[src/hw/rtl/sqllex_pkg.sv]
// Types, codes and character helpers for the SQL statement lexer.
package sqllex_pkg;

    localparam int POS_BITS = 16;
    localparam logic [POS_BITS-1:0] MAX_LEN = {{(POS_BITS-1){1'b1}}, 1'b0};

    localparam int KW_COUNT = 21;

    // token kinds
    localparam logic [5:0] K_IDENT = 6'd0;
    localparam logic [5:0] K_INT   = 6'd1;
    localparam logic [5:0] K_STR   = 6'd2;
    localparam logic [5:0] K_KW0   = 6'd3;
    localparam logic [5:0] K_EQ    = 6'd24;
    localparam logic [5:0] K_NE    = 6'd25;
    localparam logic [5:0] K_LT    = 6'd26;
    localparam logic [5:0] K_LE    = 6'd27;
    localparam logic [5:0] K_GT    = 6'd28;
    localparam logic [5:0] K_GE    = 6'd29;
    localparam logic [5:0] K_LP    = 6'd30;
    localparam logic [5:0] K_RP    = 6'd31;
    localparam logic [5:0] K_COMMA = 6'd32;
    localparam logic [5:0] K_STAR  = 6'd33;
    localparam logic [5:0] K_SEMI  = 6'd34;
    localparam logic [5:0] K_END   = 6'd36;

    // error codes
    localparam logic [2:0] ERR_NONE    = 3'd0;
    localparam logic [2:0] ERR_UNKNOWN = 3'd1;
    localparam logic [2:0] ERR_BANG    = 3'd2;
    localparam logic [2:0] ERR_UNTERM  = 3'd3;
    localparam logic [2:0] ERR_TOOLONG = 3'd4;

    // characters
    localparam logic [7:0] CH_MINUS = "-";
    localparam logic [7:0] CH_QUOTE = "'";
    localparam logic [7:0] CH_LT    = "<";
    localparam logic [7:0] CH_GT    = ">";
    localparam logic [7:0] CH_BANG  = "!";
    localparam logic [7:0] CH_EQ    = "=";
    localparam logic [7:0] CH_LP    = "(";
    localparam logic [7:0] CH_RP    = ")";
    localparam logic [7:0] CH_COMMA = ",";
    localparam logic [7:0] CH_STAR  = "*";
    localparam logic [7:0] CH_SEMI  = ";";
    localparam logic [7:0] CH_UNDER = "_";

    typedef enum logic [3:0] {
        MODE_IDLE  = 4'd0,
        MODE_WORD  = 4'd1,
        MODE_NUM   = 4'd2,
        MODE_MINUS = 4'd3,
        MODE_STR   = 4'd4,
        MODE_STRQ  = 4'd5,
        MODE_LT    = 4'd6,
        MODE_GT    = 4'd7,
        MODE_BANG  = 4'd8
    } mode_t;

    // first member sits in the high bits, so token_kind lands at bit 0
    typedef struct packed {
        logic [7:0]  bad_byte;
        logic [2:0]  error_code;
        logic [15:0] token_len;
        logic [15:0] start_pos;
        logic [5:0]  token_kind;
    } token_res_t;

    localparam int RES_BITS   = $bits(token_res_t);
    localparam int TDATA_BITS = ((RES_BITS + 7) / 8) * 8;

    typedef struct packed {
        logic       run_last;
        token_res_t res;
    } out_ent_t;

    // keywords, right-aligned and zero-filled to the 7-byte prefix
    localparam logic [55:0] KW_TEXT [KW_COUNT] = '{
        56'("CREATE"), 56'("TABLE"), 56'("INSERT"), 56'("INTO"), 56'("VALUES"),
        56'("SELECT"), 56'("FROM"), 56'("WHERE"), 56'("UPDATE"), 56'("SET"),
        56'("DELETE"), 56'("INT"), 56'("VARCHAR"), 56'("PRIMARY"), 56'("KEY"),
        56'("ORDER"), 56'("GROUP"), 56'("BY"), 56'("ASC"), 56'("DESC"),
        56'("COUNT")
    };

    function automatic logic is_space(input logic [7:0] c);
        return (c == 8'd32) || ((c >= 8'd9) && (c <= 8'd13));
    endfunction

    function automatic logic is_digit(input logic [7:0] c);
        return (c >= "0") && (c <= "9");
    endfunction

    function automatic logic is_alpha(input logic [7:0] c);
        return ((c >= "A") && (c <= "Z")) || ((c >= "a") && (c <= "z"));
    endfunction

    function automatic logic word_start(input logic [7:0] c);
        return is_alpha(c) || (c == CH_UNDER);
    endfunction

    function automatic logic word_part(input logic [7:0] c);
        return is_alpha(c) || is_digit(c) || (c == CH_UNDER);
    endfunction

    function automatic logic [7:0] upcase(input logic [7:0] c);
        return ((c >= "a") && (c <= "z")) ? (c - 8'd32) : c;
    endfunction

    // parallel compare against every keyword
    function automatic logic [5:0] word_kind(input logic [55:0] prefix,
                                             input logic too_long);
        logic [5:0] kind;
        kind = K_IDENT;
        if (!too_long) begin
            for (int i = 0; i < KW_COUNT; i++) begin
                if (prefix == KW_TEXT[i]) begin
                    kind = K_KW0 + 6'(i);
                end
            end
        end
        return kind;
    endfunction

    function automatic token_res_t make_res(input logic [5:0] kind,
                                            input logic [15:0] start,
                                            input logic [15:0] len,
                                            input logic [2:0] err,
                                            input logic [7:0] bad);
        token_res_t r;
        r.token_kind = kind;
        r.start_pos  = start;
        r.token_len  = len;
        r.error_code = err;
        r.bad_byte   = bad;
        return r;
    endfunction

endpackage

[src/hw/rtl/sql_statement_lexer.sv]
// SQL statement lexer: byte stream in, token records out.
// A token record enters the result queue when the request that closes it is accepted.
// Throughput: one byte request per cycle while s_tready is high; a request that yields two
// records sends them one after another on the single output port, via a 4-entry result queue.
// s_tready is high while the queue has room for two records.
// Reset (aresetn low, synchronous) empties the queue and returns the lexer to idle.
module sql_statement_lexer (
    input  logic                           aclk,
    input  logic                           aresetn,
    input  logic                           s_tvalid,
    output logic                           s_tready,
    input  logic [7:0]                     s_tdata,   // [7:0] byte_in
    input  logic                           s_tuser,   // [0] func (1 = end of statement)
    output logic                           m_tvalid,
    input  logic                           m_tready,
    // [5:0] token_kind, [21:6] start_pos, [37:22] token_len, [40:38] error_code,
    // [48:41] bad_byte, rest zero
    output logic [sqllex_pkg::TDATA_BITS-1:0] m_tdata,
    output logic                           m_tlast    // run_last
);
    import sqllex_pkg::*;

    localparam int QDEPTH = 4;
    localparam int QAW    = $clog2(QDEPTH);

    // lexer state
    mode_t               mode_reg, mode_next;
    logic [POS_BITS-1:0] pos_reg, pos_next;
    logic [POS_BITS-1:0] tstart_reg, tstart_next;
    logic [55:0]         prefix_reg, prefix_next;
    logic                too_long_reg, too_long_next;
    logic                err_reg, err_next;

    // results produced by the current request
    token_res_t          res [2];
    logic [1:0]          res_cnt;
    logic [POS_BITS-1:0] p;
    logic [POS_BITS-1:0] e;
    logic                start_new;
    logic [7:0]          c;

    // result queue
    out_ent_t            q_mem [QDEPTH];
    logic [QAW-1:0]      wr_ptr_reg, rd_ptr_reg;
    logic [QAW:0]        count_reg;
    logic                s_accept;
    logic                m_pop;
    logic [1:0]          push_n;

    assign c        = s_tdata;
    assign s_accept = s_tvalid && s_tready;
    assign m_pop    = m_tvalid && m_tready;
    assign s_tready = (count_reg <= (QAW+1)'(QDEPTH - 2));
    assign push_n   = s_accept ? res_cnt : 2'd0;

    always_comb begin
        mode_next     = mode_reg;
        pos_next      = pos_reg;
        tstart_next   = tstart_reg;
        prefix_next   = prefix_reg;
        too_long_next = too_long_reg;
        err_next      = err_reg;
        res[0]        = '0;
        res[1]        = '0;
        res_cnt       = 2'd0;
        start_new     = 1'b0;
        p             = pos_reg + 1'b1;
        e             = pos_reg + 1'b1;

        if (s_tuser) begin
            // flush pending token, then the end record; start over
            if (!err_reg) begin
                case (mode_reg)
                    MODE_WORD: begin
                        res[0] = make_res(word_kind(prefix_reg, too_long_reg), 16'(tstart_reg),
                                          16'(e - tstart_reg), ERR_NONE, 8'd0);
                        res_cnt = 2'd1;
                    end
                    MODE_NUM: begin
                        res[0] = make_res(K_INT, 16'(tstart_reg), 16'(e - tstart_reg),
                                          ERR_NONE, 8'd0);
                        res_cnt = 2'd1;
                    end
                    MODE_MINUS: begin
                        res[0] = make_res(K_IDENT, 16'(tstart_reg), 16'd0, ERR_UNKNOWN,
                                          CH_MINUS);
                        res_cnt = 2'd1;
                    end
                    MODE_STR: begin
                        res[0] = make_res(K_IDENT, 16'(tstart_reg), 16'd0, ERR_UNTERM, 8'd0);
                        res_cnt = 2'd1;
                    end
                    MODE_STRQ: begin
                        res[0] = make_res(K_STR, 16'(tstart_reg), 16'(e - tstart_reg),
                                          ERR_NONE, 8'd0);
                        res_cnt = 2'd1;
                    end
                    MODE_LT: begin
                        res[0] = make_res(K_LT, 16'(tstart_reg), 16'd1, ERR_NONE, 8'd0);
                        res_cnt = 2'd1;
                    end
                    MODE_GT: begin
                        res[0] = make_res(K_GT, 16'(tstart_reg), 16'd1, ERR_NONE, 8'd0);
                        res_cnt = 2'd1;
                    end
                    MODE_BANG: begin
                        res[0] = make_res(K_IDENT, 16'(tstart_reg), 16'd0, ERR_BANG, 8'd0);
                        res_cnt = 2'd1;
                    end
                    default: begin
                    end
                endcase
            end
            res[res_cnt[0]] = make_res(K_END, 16'(e), 16'd0, ERR_NONE, 8'd0);
            res_cnt         = res_cnt + 2'd1;
            mode_next       = MODE_IDLE;
            pos_next        = '0;
            tstart_next     = '0;
            prefix_next     = '0;
            too_long_next   = 1'b0;
            err_next        = 1'b0;
        end else if (!err_reg) begin
            if (pos_reg >= MAX_LEN) begin
                res[0]    = make_res(K_IDENT, 16'd0, 16'd0, ERR_TOOLONG, 8'd0);
                res_cnt   = 2'd1;
                err_next  = 1'b1;
                mode_next = MODE_IDLE;
            end else begin
                pos_next = p;
                case (mode_reg)
                    MODE_WORD: begin
                        if (word_part(c)) begin
                            if ((p - tstart_reg) >= POS_BITS'(7)) begin
                                too_long_next = 1'b1;
                            end else begin
                                prefix_next = {prefix_reg[47:0], upcase(c)};
                            end
                        end else begin
                            res[0] = make_res(word_kind(prefix_reg, too_long_reg),
                                              16'(tstart_reg), 16'(p - tstart_reg),
                                              ERR_NONE, 8'd0);
                            res_cnt   = 2'd1;
                            start_new = 1'b1;
                        end
                    end
                    MODE_NUM: begin
                        if (!is_digit(c)) begin
                            res[0] = make_res(K_INT, 16'(tstart_reg), 16'(p - tstart_reg),
                                              ERR_NONE, 8'd0);
                            res_cnt   = 2'd1;
                            start_new = 1'b1;
                        end
                    end
                    MODE_MINUS: begin
                        if (is_digit(c)) begin
                            mode_next = MODE_NUM;
                        end else begin
                            res[0] = make_res(K_IDENT, 16'(tstart_reg), 16'd0, ERR_UNKNOWN,
                                              CH_MINUS);
                            res_cnt   = 2'd1;
                            err_next  = 1'b1;
                            mode_next = MODE_IDLE;
                        end
                    end
                    MODE_STR: begin
                        if (c == CH_QUOTE) begin
                            mode_next = MODE_STRQ;
                        end
                    end
                    MODE_STRQ: begin
                        if (c == CH_QUOTE) begin
                            mode_next = MODE_STR;   // doubled quote stays in the string
                        end else begin
                            res[0] = make_res(K_STR, 16'(tstart_reg), 16'(p - tstart_reg),
                                              ERR_NONE, 8'd0);
                            res_cnt   = 2'd1;
                            start_new = 1'b1;
                        end
                    end
                    MODE_LT: begin
                        mode_next = MODE_IDLE;
                        if (c == CH_EQ) begin
                            res[0] = make_res(K_LE, 16'(tstart_reg), 16'd2, ERR_NONE, 8'd0);
                            res_cnt = 2'd1;
                        end else if (c == CH_GT) begin
                            res[0] = make_res(K_NE, 16'(tstart_reg), 16'd2, ERR_NONE, 8'd0);
                            res_cnt = 2'd1;
                        end else begin
                            res[0] = make_res(K_LT, 16'(tstart_reg), 16'd1, ERR_NONE, 8'd0);
                            res_cnt   = 2'd1;
                            start_new = 1'b1;
                        end
                    end
                    MODE_GT: begin
                        mode_next = MODE_IDLE;
                        if (c == CH_EQ) begin
                            res[0] = make_res(K_GE, 16'(tstart_reg), 16'd2, ERR_NONE, 8'd0);
                            res_cnt = 2'd1;
                        end else begin
                            res[0] = make_res(K_GT, 16'(tstart_reg), 16'd1, ERR_NONE, 8'd0);
                            res_cnt   = 2'd1;
                            start_new = 1'b1;
                        end
                    end
                    MODE_BANG: begin
                        mode_next = MODE_IDLE;
                        if (c == CH_EQ) begin
                            res[0] = make_res(K_NE, 16'(tstart_reg), 16'd2, ERR_NONE, 8'd0);
                            res_cnt = 2'd1;
                        end else begin
                            res[0] = make_res(K_IDENT, 16'(tstart_reg), 16'd0, ERR_BANG, 8'd0);
                            res_cnt  = 2'd1;
                            err_next = 1'b1;
                        end
                    end
                    default: begin
                        start_new = 1'b1;
                    end
                endcase

                // byte that closed the previous token (or arrived idle) opens a new one
                if (start_new) begin
                    mode_next = MODE_IDLE;
                    if (!is_space(c)) begin
                        tstart_next = p;
                        if (word_start(c)) begin
                            mode_next     = MODE_WORD;
                            prefix_next   = {48'd0, upcase(c)};
                            too_long_next = 1'b0;
                        end else begin
                            case (c)
                                CH_MINUS: mode_next = MODE_MINUS;
                                CH_QUOTE: mode_next = MODE_STR;
                                CH_LT:    mode_next = MODE_LT;
                                CH_GT:    mode_next = MODE_GT;
                                CH_BANG:  mode_next = MODE_BANG;
                                CH_EQ: begin
                                    res[res_cnt[0]] = make_res(K_EQ, 16'(p), 16'd1,
                                                               ERR_NONE, 8'd0);
                                    res_cnt = res_cnt + 2'd1;
                                end
                                CH_LP: begin
                                    res[res_cnt[0]] = make_res(K_LP, 16'(p), 16'd1,
                                                               ERR_NONE, 8'd0);
                                    res_cnt = res_cnt + 2'd1;
                                end
                                CH_RP: begin
                                    res[res_cnt[0]] = make_res(K_RP, 16'(p), 16'd1,
                                                               ERR_NONE, 8'd0);
                                    res_cnt = res_cnt + 2'd1;
                                end
                                CH_COMMA: begin
                                    res[res_cnt[0]] = make_res(K_COMMA, 16'(p), 16'd1,
                                                               ERR_NONE, 8'd0);
                                    res_cnt = res_cnt + 2'd1;
                                end
                                CH_STAR: begin
                                    res[res_cnt[0]] = make_res(K_STAR, 16'(p), 16'd1,
                                                               ERR_NONE, 8'd0);
                                    res_cnt = res_cnt + 2'd1;
                                end
                                CH_SEMI: begin
                                    res[res_cnt[0]] = make_res(K_SEMI, 16'(p), 16'd1,
                                                               ERR_NONE, 8'd0);
                                    res_cnt = res_cnt + 2'd1;
                                end
                                default: begin
                                    if (is_digit(c)) begin
                                        mode_next = MODE_NUM;
                                    end else begin
                                        res[res_cnt[0]] = make_res(K_IDENT, 16'(p), 16'd0,
                                                                   ERR_UNKNOWN, c);
                                        res_cnt  = res_cnt + 2'd1;
                                        err_next = 1'b1;
                                    end
                                end
                            endcase
                        end
                    end
                end
            end
        end
    end

    always_ff @(posedge aclk) begin
        if (!aresetn) begin
            mode_reg     <= MODE_IDLE;
            pos_reg      <= '0;
            tstart_reg   <= '0;
            prefix_reg   <= '0;
            too_long_reg <= 1'b0;
            err_reg      <= 1'b0;
        end else if (s_accept) begin
            mode_reg     <= mode_next;
            pos_reg      <= pos_next;
            tstart_reg   <= tstart_next;
            prefix_reg   <= prefix_next;
            too_long_reg <= too_long_next;
            err_reg      <= err_next;
        end
    end

    // queue storage, no reset
    always_ff @(posedge aclk) begin
        if (push_n != 2'd0) begin
            q_mem[wr_ptr_reg] <= '{run_last: (push_n == 2'd1), res: res[0]};
        end
        if (push_n == 2'd2) begin
            q_mem[wr_ptr_reg + 1'b1] <= '{run_last: 1'b1, res: res[1]};
        end
    end

    always_ff @(posedge aclk) begin
        if (!aresetn) begin
            wr_ptr_reg <= '0;
            rd_ptr_reg <= '0;
            count_reg  <= '0;
        end else begin
            wr_ptr_reg <= wr_ptr_reg + QAW'(push_n);
            if (m_pop) begin
                rd_ptr_reg <= rd_ptr_reg + 1'b1;
            end
            count_reg <= count_reg + (QAW+1)'(push_n) - (QAW+1)'(m_pop);
        end
    end

    assign m_tvalid = (count_reg != '0);
    assign m_tdata  = TDATA_BITS'(q_mem[rd_ptr_reg].res);
    assign m_tlast  = q_mem[rd_ptr_reg].run_last;

endmodule

[config.mk]
export PLATFORM = sky130hd
export DESIGN_NAME = sql_statement_lexer
export DESIGN_NICKNAME = d
export VERILOG_FILES = /design/src/hw/rtl/sqllex_pkg.sv /design/src/hw/rtl/sql_statement_lexer.sv
export SDC_FILE = /design/constraint.sdc
export NUM_CORES = 1
export LEC_CHECK = 0
export ABC_AREA = 1
export BUFFER_PORTS_ARGS = -buffer_cell sky130_fd_sc_hd__buf_2
export CELL_PAD_IN_SITES_DETAIL_PLACEMENT = 1
export CELL_PAD_IN_SITES_GLOBAL_PLACEMENT = 2
export CORE_ASPECT_RATIO = 1.25
export CORE_MARGIN = 10
export CORE_UTILIZATION = 37
export DETAILED_ROUTE_END_ITERATION = 10
export GPL_ROUTABILITY_DRIVEN = 0
export PLACE_DENSITY_LB_ADDON = 0.1
export SLEW_MARGIN = 20
export SYNTH_ARGS = -nofsm -noshare
export SYNTH_HDL_FRONTEND = slang
export SYNTH_SLANG_ARGS = --single-unit
export TNS_END_PERCENT = 20
[constraint.sdc]
create_clock -name aclk -period 5.9 [get_ports aclk]
set_clock_uncertainty 0.2 [all_clocks]
set_input_delay 0.295 -clock aclk [delete_from_list [all_inputs] [get_ports aclk]]
set_output_delay 0.295 -clock aclk [all_outputs]
set_load 0.01 [all_outputs]
Yosys cells after proc, flatten, opt, wreduce, memory -nomap -nowiden

Memories as Yosys holds them, arrays and structs flattened. A register that Yosys moved wholly into a read port is not among the register bits.
Cells that the tools add are included.

Bits in writable memories: 200
Memories kept: 1
Register bits after elaboration: 101
Logic and storage cells: 253
Output and inout bits: 59

Memories:

| memory | depth | bits a word | rd ports | clocked after memory_dff | write ports | RTL line                  | text |
|---|---|---|---|---|---|---|---|
| q_mem  | 4     | 50          | 1        | 1                        | 2           | sql_statement_lexer.sv:43 | `out_ent_t q_mem [QDEPTH];` |

Bitwise operators: 2
Eq/ne operators: 49
Add/sub/neg operators: 10
Order comparisons: 15
Reduce and logical (&&, ||, !) cells: 27
Muxes and demuxes: 140

Operators by type and width:

| kind                   | count |
|---|---|
| $bwmux W98             | 8 |
| $pmux W98 S7           | 1 |
| $mux W98               | 6 |
| $mux W56               | 9 |
| $mux W49               | 8 |
| $pmux W47 S8           | 1 |
| $eq A56 B47 Y1 const B | 6 |
| $pmux W47 S7           | 1 |
| $eq A56 B39 Y1 const B | 5 |
| $eq A56 B23 Y1 const B | 4 |
| $eq A56 B31 Y1 const B | 3 |
| $mux W16               | 8 |
| $mux W6                | 21 |
| $mux W38               | 3 |
| $eq A56 B55 Y1 const B | 2 |
| $demux W49 S1          | 2 |
| $eq A8 B6 Y1 const B   | 12 |
| $mux W47               | 2 |
| $mux W24               | 3 |
| $eq A56 B15 Y1 const B | 1 |
| $mux W40               | 1 |
| $mux W1                | 35 |
| $mux W2                | 16 |
| $mux W4                | 8 |
| 48 further kinds       | 77 |

Logic depth before layout (Yosys ltp)

Gate-level depths: netlist (run 1).

Depth in word-level cells: 37
Mapped depth: 28
Depth with buffers taken out: 25

Worst setup path before layout (run 1)

OpenSTA, ideal clock, no wires.

Path type: input to register
Start point: in s_tdata[4]
End point: mem q_mem[3][0] (netlist name) (enable)
Setup time: 0.591 ns
Data arrival time: 3.694 ns
Slack: 1.415 ns
Buffers on the path: 3
Stages: 19
Path through: buf_4 > inv_1 > nand3_2 > nor4_4 > inv_1 > a21oi_1 > nand3_4 > clkbuf_1 > ha_1 > nand2_1 > nand2_1 > nand4_1 > nand3_1 > nand2_1 > nand2_4 > nand2_8 > nand3_2 > buf_1 > nand2_1

RTL lines:

| element            | RTL line                  | text |
|---|---|---|
| start: declaration | sql_statement_lexer.sv:12 | `input logic [7:0] s_tdata,` |
| end: declaration   | sql_statement_lexer.sv:43 |  |

Final worst setup path (run 1)

Start point: reg pos_reg[0]
End point: reg prefix_reg[40]

Word-level cells in the longest chain between the ends: 12
Elaborated cells on any way between the ends: 15
Classes of those cells: add/sub (2); order compare (2); eq/ne (1); mux (9); reduce/logical (1)

RTL lines:

| element                  | RTL line                   | text |
|---|---|---|
| start: declaration       | sql_statement_lexer.sv:28  | `logic [POS_BITS-1:0] pos_reg, pos_next;` |
| start signal: assignment | sql_statement_lexer.sv:295 | `pos_reg <= pos_next;` |
| $add A16 B1 Y16          | sql_statement_lexer.sv:67  | `p = pos_reg + 1'b1;` |
| $sub A16 B16 Y16         | sql_statement_lexer.sv:133 | `if ((p - tstart_reg) >= POS_BITS'(7)) begin` |
| $ge A16 B3 Y1            | sql_statement_lexer.sv:133 |  |
| $mux W56                 | sql_statement_lexer.sv:133 |  |
| $mux W56                 | sql_statement_lexer.sv:132 | `if (word_part(c)) begin` |
| $mux W56                 | sql_statement_lexer.sv:130 | `case (mode_reg)` |
| $mux W56                 | sql_statement_lexer.sv:226 | `if (word_start(c)) begin` |
| $mux W56                 | sql_statement_lexer.sv:224 | `if (!is_space(c)) begin` |
| $mux W56                 | sql_statement_lexer.sv:222 | `if (start_new) begin` |
| $mux W56                 | sql_statement_lexer.sv:123 | `if (pos_reg >= MAX_LEN) begin` |
| $mux W56                 | sql_statement_lexer.sv:122 | `end else if (!err_reg) begin` |
| $mux W56                 | sql_statement_lexer.sv:70  | `if (s_tuser) begin` |
| end signal: assignment   | sql_statement_lexer.sv:297 | `prefix_reg <= prefix_next;` |
| end: declaration         | sql_statement_lexer.sv:30  | `logic [55:0] prefix_reg, prefix_next;` |

Several ways; a longest one is shown, not always the timed one. The select of a mux whose other input is x is not followed.
A chain may end at the register's enable or synchronous reset.

==> results of run 1 <==
## routing by layer
layer / global-route usage / vias up / wire length [microns]
li1: - / 8700 / -
met5: 0 / - / 13
met4: 0.0755 / 2 / 2020
met3: 0.0287 / 116 / 2430
met2: 0.425 / 359 / 36700
met1: 0.272 / 8872 / 30000
## what timing repair did
action,CTS,global route
setup endpoints to repair,0,0
endpoints found under the hold margin,12,0
hold buffers,1,0
## power groups by stage
stage	Clock (uW)	Combinational, uW	Sequential (uW)
final	2250	2430	2700
after global routing	2360	2690	2730
after CTS	2290	2470	2700
after detailed placement	0	2460	2750
after global placement	0	2430	2730
after floorplan	0	1580	2690
## cell type report
| cell class | instances | area, sq um |
|---|---|---|
| Antenna cell | 1 | 2.50 |
| Fill cell | 6316 | 29600 |
| Tap cell | 658 | 823 |
| Multi-Input combinational cell | 1841 | 9200 |
| Sequential cell | 303 | 8030 |
| Clock inverter | 16 | 219 |
| Timing Repair Buffer | 105 | 668 |
| Clock buffer | 44 | 930 |
| Inverter | 257 | 967 |
## cell usage after synthesis (all sizes together)
cell,number
o21bai,4
a31oi,7
nor2,373
xor2,19
conb,1
buf,54
o21ai,267
clkbuf,88
fa,2
nand4,75
and2,1
edfxtp,196
o31ai,5
nand3b,6
and3,1
inv,256
nor3,44
o2111ai,1
o211ai,51
a311oi,1
o22ai,53
xnor2,7
nand2,474
nand3,256
or2,3
dfxtp,107
o21a,2
ha,25
clkinv,1
nor4,24
a221oi,10
a21oi,118
a211oi,5
## worst paths after layout
| check | endpoint | slack, ns | depth (start not counted) | from |
|---|---|---|---|---|
| worst max-delay path | prefix_reg[40] | 1.12 | 20 | pos_reg[0] |
| worst min-delay path | prefix_reg[0] | 0.08 | 5 | s_tdata[0] |
| worst max register to register | prefix_reg[40] | 1.12 | 20 | pos_reg[0] |
| worst min register to register | q_mem[3][49] | 0.25 | 2 | q_mem[3][49] |
## per-stage QoR
| step | setup slack, ns | cell area, sq um |
|---|---|---|
| finish | 1.12 | 20800 |
| global route | 0.624 | 20800 |
| CTS | 1.04 | 20800 |
| detailed placement | 1.09 | 19700 |
| global placement | 1.10 | 19700 |
| floorplan | 1.42 | 18900 |
## logic make-up after synthesis
family | after synthesis | share of synthesized area
compound gates | 524 | 0.155
xor+xnor | 26 | 0.0121
fa+ha+maj | 27 | 0.0187
buf+inv | 399 | 0.0889
flops | 303 | 0.426
other cells | 1 | 0.000199
simple gates | 1257 | 0.298
## worst max-delay path, stage by stage, from the launching register on
cell	delay, ns
dfxtp_1	0.41
ha_1	0.22
nand2_1	0.12
nor2_1	0.23
inv_1	0.09
nor2_1	0.16
nand3_1	0.11
xor2_1	0.28
inv_1	0.13
ha_1	0.36
inv_1	0.11
o21ai_0	0.14
a221oi_1	0.30
o21ai_0	0.14
a21oi_1	0.18
nand2_1	0.11
nand2_2	0.29
nand3_4	0.38
buf_12	0.34
o211ai_1	0.18
a21oi_1	0.09
==> results.yml, run 1 <==
worst_hold_path:
  hold_class: "input pin to flip-flop"
timing:
  post-route-min-period_ns: 4.78
  final_max_slew_viol_count: 0
  tightest_slew_ns: 1.06
  period_share: 0.809
  hold_viol: 0
  rsz0062_at_grt: "no"
  holdWs_ns: 0.0777
  finalSetupTns_ns: 0
  slew_headroom: 0.285
  max_freq_mhz: 209
  final-setup-viol-count: 0
layout:
  drive_gt1_frac: 0.0908
  finalNetCount: 2583
  layout_common_cells: "nand2_1, nor2_1, nand3_1"
  layout.cells.most_common: "nand2_1"
  final_util: 0.413
  area_growth_pct: 10.6
  largest_reg_flops: 200
  final_cells: 3225
yosys:
  syn_inst: 2537
  synth_top_area_share: 0.312
  ys_seq_elements: 303
  syn_area_per_cell_sq_um: 7.43
  yosysTopAreaCell: "edfxtp_1"
  ys_warn_count: 0
  ys_seq_area_frac: 0.426
  ys_types: 58
  synth_area_leaders: "edfxtp_1, dfxtp_1, nand2_1"
  syn-cell-area_sq_um: 18800
power_and_ir_drop:
  power.leakage_uw: 0.00797
  netSwitchingFraction: 0.384
  finalPower_uw: 7380
  pwr-share-seq: 0.366
  power_frac_clock: 0.305
  combPwrFrac: 0.330
  peakVddDrop_mv: 0.185
  internal-power_uw: 4550
  p_per_area_nw_per_um2: 354
  p_sw_uw: 2830
grt:
  antenna_found_initial: 1
  grt_max_degree: 79
  first_global_vias: 18900
  grt.total_usage: 0.231
  grt_pass1_wl_microns: 111000
  grt-ovfl-total: 0
floorplan:
  rows: 92
  io_pins: 72
  die_w_microns: 222
  initial_core_util: 0.374
  dieArea_sq_um: 60400
  core_sq_um: 50400
  die_y_microns: 272
clocking:
  path_clk_slew_ns: 0.06
  clk_latency_ns: 0.54
  cts_buffers: 35
  cts_max_level: 2
  cts_tree: "yes"
  cts_sinks: 303
  cts_setup_buffers: 0
  clock_path_buffers: 3
  cts-resized-gates: 0
  cts-root-buf: "clkbuf_16"
critical_path:
  criticalPathCategory: "flip-flop to flip-flop"
  worst_setup_path_end_kind: "flip-flop"
  cp.required_ns: 6.08
  cp.arrival_ns: 4.96
  cp_max_fo: 53
  startpoint_type: "flip-flop"
routing:
  antenna_left: 0
  via_per_inst: 5.60
  detail_route.iter0.violations: 1249
  wl_per_cell_microns: 22.1
  via_count: 18000
  drc: 0
  firstDrtPassIters: 5
  routed_wl_microns: 71100
placed_design:
  io_buffers: 64
  placed_cells: 3163
  detailed_place_hpwl_microns: 51300
status:
  status: "completed"
run:
  cap_violations: 0
(Power assumes the default switching activity.)
==> run 2: changes to the inputs <==
==> constraint.sdc (replaced) <==
create_clock -name aclk -period 4.5 [get_ports aclk]
set_clock_uncertainty 0.2 [all_clocks]
set_input_delay 0.225 -clock aclk [delete_from_list [all_inputs] [get_ports aclk]]
set_output_delay 0.225 -clock aclk [all_outputs]
set_load 0.01 [all_outputs]
==> results.yml, run 2 (synthesis results as in run 1) <==
clocking:
  cts_tree: "yes"
  cts_buffers: 37
  clock_path_buffers: 3
  cts-root-buf: "clkbuf_16"
  cts_max_level: 2
  path_clk_slew_ns: 0.05
  clk_latency_ns: 0.56
  cts_sinks: 303
floorplan:
  die_w_microns: 222
  rows: 92
  die_y_microns: 272
  dieArea_sq_um: 60400
  core_sq_um: 50400
  initial_core_util: 0.374
  io_pins: 72
grt:
  grt_pass1_wl_microns: 112000
  grt-ovfl-total: 0
  first_global_vias: 19300
  grt.total_usage: 0.232
  antenna_found_initial: 1
  grt_max_degree: 75
layout:
  layout.cells.most_common: "nand2_1"
  area_growth_pct: 13.6
  finalNetCount: 2635
  layout_common_cells: "nand2_1, nor2_1, nand3_1"
  diodes: 0
  drive_gt1_frac: 0.108
  final_cells: 3278
  final_util: 0.424
  largest_reg_flops: 200
critical_path:
  cpMostUsedCell: "inv_1"
  slowest_delay_ns: 0.42
  cp.arrival_ns: 4.43
  r2r-start: "pos_reg[1]"
  cp.required_ns: 4.70
  crit_chain: "ha_1 > nand2_1 > nor2_2 > inv_1 > nor2_1 > nand3_1 > xor2_2 > inv_1 > ha_1 > inv_1 > o21ai_0 > a221oi_1 > o21ai_0 > a21oi_1 > nand2_1 > nand2_2 > nand3_4 > buf_4 > o211ai_1 > a21oi_1"
  rr_worst_depth: 20
  cp_max_fo: 8
  startpoint_type: "flip-flop"
  worst_setup_path_end_kind: "flip-flop"
  critPathSlowestCell: "dfxtp_1"
  rrSetupSlack_ns: 0.27
  r2r_end: "prefix_reg[24]"
  criticalPathCategory: "flip-flop to flip-flop"
  startpoint: "pos_reg[1]"
routing:
  routed_wl_microns: 71800
  antenna_left: 0
  drc: 0
  via_per_inst: 5.57
  detail_route.iter0.violations: 1203
  wl_per_cell_microns: 21.9
  via_count: 18300
  firstDrtPassIters: 5
placed_design:
  detailed_place_hpwl_microns: 52700
  placed_cells: 3208
  io_buffers: 64
power_and_ir_drop:
  power.leakage_uw: 0.00826
  peakVddDrop_mv: 0.256
  p_per_area_nw_per_um2: 464
timing:
  final_max_slew_viol_count: 0
  max_freq_mhz: 236
  post-route-min-period_ns: 4.23
  period_share: 0.940
  tightest_slew_ns: 1.07
  hold_viol: 0
  slew_headroom: 0.288
  final-setup-viol-count: 0
run:
  cap_violations: 0
status:
  status: "completed"
worst_hold_path:
  hold_end: "rd_ptr_reg[0]"
  hold_class: "input pin to flip-flop"
  hp-start: "m_tready"
  hold_depth: 4
==> run 2: cell types whose count changed in the layout (fill, tap and decap cells not counted), sizes merged <==
cell         previous run  this run
bufinv                  5         3
diode                   1         0
buf                   104       150
dlygate4sd3             1         5
clkinv                 10        12
inv                   258       257
clkinvlp                0         2
clkbuf                 44        47
==> run 2: through the flow <==
step | power, uW | setup WS, ns | setup TNS [ns] | hold slack [ns] | cell area (sq um)
finish | 9930 | 0.270 | 0 | 0.0177 | 21400
global route | 10500 | -0.00102 | -0.00189 | 0.0273 | 21400
CTS | 10000 | 0.148 | 0 | 0.00441 | 21400
detailed placement | 7010 | 0.180 | 0 | 0.235 | 20100
global placement | 6940 | 0.306 | 0 | 0.236 | 20100
floorplan | 5600 | 0.0853 | 0 | 0.173 | 18900
==> run 2: cell type report <==
type                            instances  area [sq um]
Inverter                              257           968
Sequential cell                       303          8030
Multi-Input combinational cell       1841          9220
Timing Repair Buffer                  155          1160
Fill cell                            6229         29000
Clock inverter                         17           191
Tap cell                              658           823
Clock buffer                           47          1000
==> run 2: where the power goes <==
part	switching, uW	leakage [uW]	internal (uW)	total, uW
clock network	1230	0.000583	1760	2990
registers	137	0.00261	3370	3510
logic	2460	0.00506	972	3430
==> run 2: metal layers <==
| metal | vias to the layer above | part of all wire | global-route usage |
|---|---|---|---|
| met2 | 359 | 0.52 | 0.432 |
| li1 | 8805 | - | - |
| met4 | 2 | 0.027 | 0.0747 |
| met1 | 8978 | 0.42 | 0.270 |
| met5 | - | 0.00025 | 0 |
| met3 | 109 | 0.036 | 0.0288 |
==> run 2: worst max path at each step <==
| stage | to |
|---|---|
| floorplan | q_mem[3][0] |
| global placement | prefix_reg[37] |
| detailed placement | prefix_reg[38] |
| CTS | prefix_reg[39] |
| global route | prefix_reg[50] |
| finish | prefix_reg[24] |
==> run 2: timing repair <==
| item | CTS | global route |
|---|---|---|
| setup buffers | 0 | 1 |
| hold buffers | 5 | 0 |
| setup endpoints to repair | 0 | 56 |
| hold endpoints to repair | 18 | 0 |
| resized for setup | 0 | 5 |
==> run 2: worst max-delay path: cells and delay by family, from the launching register on <==
family | cells | cell delay, ns
adders and majority gates | 2 | 0.58
AOI/OAI and AO/OA | 6 | 1.03
DFF | 1 | 0.42
and+or+nand+nor | 7 | 1.07
xor gates and xnor gates | 1 | 0.20
buffers and inverters | 4 | 0.56
==> run 3: changes to the inputs <==
--- a/config.mk
+++ b/config.mk
@@ -11,7 +11,8 @@
 export CELL_PAD_IN_SITES_GLOBAL_PLACEMENT = 2
 export CORE_ASPECT_RATIO = 1.25
 export CORE_MARGIN = 10
-export CORE_UTILIZATION = 37
+export CORE_UTILIZATION = 38
+export CTS_BUF_LIST = sky130_fd_sc_hd__clkbuf_4 sky130_fd_sc_hd__clkbuf_8
 export DETAILED_ROUTE_END_ITERATION = 10
 export GPL_ROUTABILITY_DRIVEN = 0
 export PLACE_DENSITY_LB_ADDON = 0.1
==> results.yml, run 3 (synthesis results as in run 1) <==
timing:
  final-setup-viol-count: 0
  post-route-min-period_ns: 4.19
  max_freq_mhz: 239
  holdWs_ns: 0.0386
  period_share: 0.931
  tightest_slew_ns: 1.10
  hold_viol: 0
  final_max_slew_viol_count: 0
  slew_headroom: 0.269
grt:
  grt_pass1_wl_microns: 112000
  grt.total_usage: 0.243
  antenna_found_initial: 2
  first_global_vias: 19100
  grt_max_degree: 101
  grt-ovfl-total: 0
clocking:
  cts_tree: "yes"
  clock_path_buffers: 3
  cts_buffers: 53
  cts_sinks: 303
  cts-root-buf: "clkbuf_8"
  cts_max_level: 2
  path_clk_slew_ns: 0.06
  clk_latency_ns: 0.66
critical_path:
  cp.arrival_ns: 4.47
  rr_worst_depth: 21
  cp_top_family: "simple AND/OR/NAND/NOR gates"
  cp_max_fo: 23
  cp.depth: 21
  crit_chain: "nand3_1 > nor2_1 > nand2_1 > inv_2 > nand2_1 > xor2_1 > inv_1 > ha_1 > nand2_1 > nor2_1 > nand3_1 > nand3_1 > xor2_1 > inv_1 > nor2_1 > nand4_1 > nor2_4 > nand3_4 > buf_6 > o211ai_1 > a21oi_1"
  cp.required_ns: 4.78
  worst_setup_path_end_kind: "flip-flop"
  crit_buf_inv: 4
  startpoint_type: "flip-flop"
  cp-endpoint: "prefix_reg[21]"
  r2r_end: "prefix_reg[21]"
  slowest_delay_ns: 0.40
  critPathSlowestCell: "dfxtp_1"
  criticalPathCategory: "flip-flop to flip-flop"
  rrSetupSlack_ns: 0.31
  startpoint: "pos_reg[1]"
  r2r-start: "pos_reg[1]"
run:
  cap_violations: 0
routing:
  routed_wl_microns: 72200
  firstDrtPassIters: 5
  wl_met3_microns: 2550
  dr_wl_met2_microns: 37500
  wl_per_cell_microns: 21.9
  drc: 0
  antenna_left: 0
  maxUsedRoutingLayer: "met5"
  wl_met1_microns: 29700
  via_per_inst: 5.61
  detail_route.iter0.violations: 1284
  via_count: 18500
power_and_ir_drop:
  peakVddDrop_mv: 0.218
  internal-power_uw: 5710
  finalPower_uw: 9490
  power_frac_clock: 0.273
  pwr-share-seq: 0.370
  power.leakage_uw: 0.00819
  netSwitchingFraction: 0.398
  p_per_area_nw_per_um2: 448
  p_sw_uw: 3780
  combPwrFrac: 0.357
floorplan:
  dieArea_sq_um: 58900
  core_sq_um: 49200
  die_y_microns: 269
  initial_core_util: 0.383
  io_pins: 72
  die_w_microns: 219
  rows: 91
layout:
  fin_area_sq_um: 21200
  multi_input_area_sq_um: 9210
  drive_gt1_frac: 0.114
  layout_common_cells: "nand2_1, nor2_1, nand3_1"
  seq_area_sq_um: 8030
  area_growth_pct: 12.5
  layout.cells.most_common: "nand2_1"
  nFillCells: 6192
  largest_reg_flops: 200
  final_util: 0.431
  finalNetCount: 2642
placed_design:
  place_area_sq_um: 20000
  detailed_place_hpwl_microns: 52000
  io_buffers: 64
worst_hold_path:
  hold_class: "input pin to flip-flop"
status:
  status: "completed"
-- run 3: cell count changes in the layout (fill, tap and decap cells not counted), sizes merged --
cell,before,now
buf,150,137
bufinv,3,0
clkbuf,47,79
clkinv,12,11
clkinvlp,2,3
diode,0,1
dlygate4sd3,5,9
inv,257,258
-- run 3: routing by layer --
layer	global-route usage	vias to the layer above
met1	0.283	9141
li1	-	8829
met2	0.447	358
met3	0.0277	131
met5	0	-
met4	0.0877	2
-- run 3: repair_timing --
action,CTS,global route
endpoints found under the hold margin,28,0
resized for setup,0,4
buffers inserted,0,1
setup endpoints to repair,0,56
hold buffers,9,0
-- run 3: worst min-delay path by stage --
stage | start | end | slack, ns | cells after the start
2_1_floorplan | aresetn | err_reg | 0.17 | 2
3_3_place_gp | q_mem[1][49] | q_mem[1][49] | 0.24 | 2
3_5_place_dp | q_mem[2][49] | q_mem[2][49] | 0.24 | 2
4_1_cts | s_tdata[7] | q_mem[2][48] | 0.002 | 3
5_1_grt | s_tdata[7] | q_mem[1][48] | 0.05 | 3
6_report | s_tdata[7] | prefix_reg[7] | 0.04 | 5
-- run 3: layout make-up --
class,instances,share of cell area
inverter,257,0.0456
tap,651,0.0384
clock inverter,15,0.00431
antenna,1,0.000118
clock buffer,79,0.0457
sequential,303,0.379
multi-input combinational,1841,0.435
timing repair buffer,146,0.0522
-- run 3: power by group through the flow --
stage          clock network (uW)  registers (uW)  logic (uW)
2_1_floorplan                   0            3530        2070
3_3_place_gp                    0            3550        3320
3_5_place_dp                    0            3570        3370
4_1_cts                      2660            3510        3390
5_1_grt                      2800            3550        3710
6_report                     2590            3510        3380
-- run 3: worst reg2reg max path: stages, from the launching register on --
cell	delay, ns
dfxtp_1	0.40
nand3_1	0.13
nor2_1	0.18
nand2_1	0.16
inv_2	0.12
nand2_1	0.07
xor2_1	0.27
inv_1	0.13
ha_1	0.40
nand2_1	0.12
nor2_1	0.16
nand3_1	0.11
nand3_1	0.14
xor2_1	0.20
inv_1	0.08
nor2_1	0.11
nand4_1	0.15
nor2_4	0.17
nand3_4	0.18
buf_6	0.25
o211ai_1	0.20
a21oi_1	0.09
-- run 3: stage by stage --
step / TNS, ns / setup slack [ns] / std cells
after floorplan: 0 / 0.0853 / 2543
after global placement: 0 / 0.313 / 3187
after detailed placement: 0 / 0.182 / 3187
after CTS: 0 / 0.152 / 3290
after global routing: -0.000145 / -0.000145 / 3293
final: 0 / 0.312 / 3293
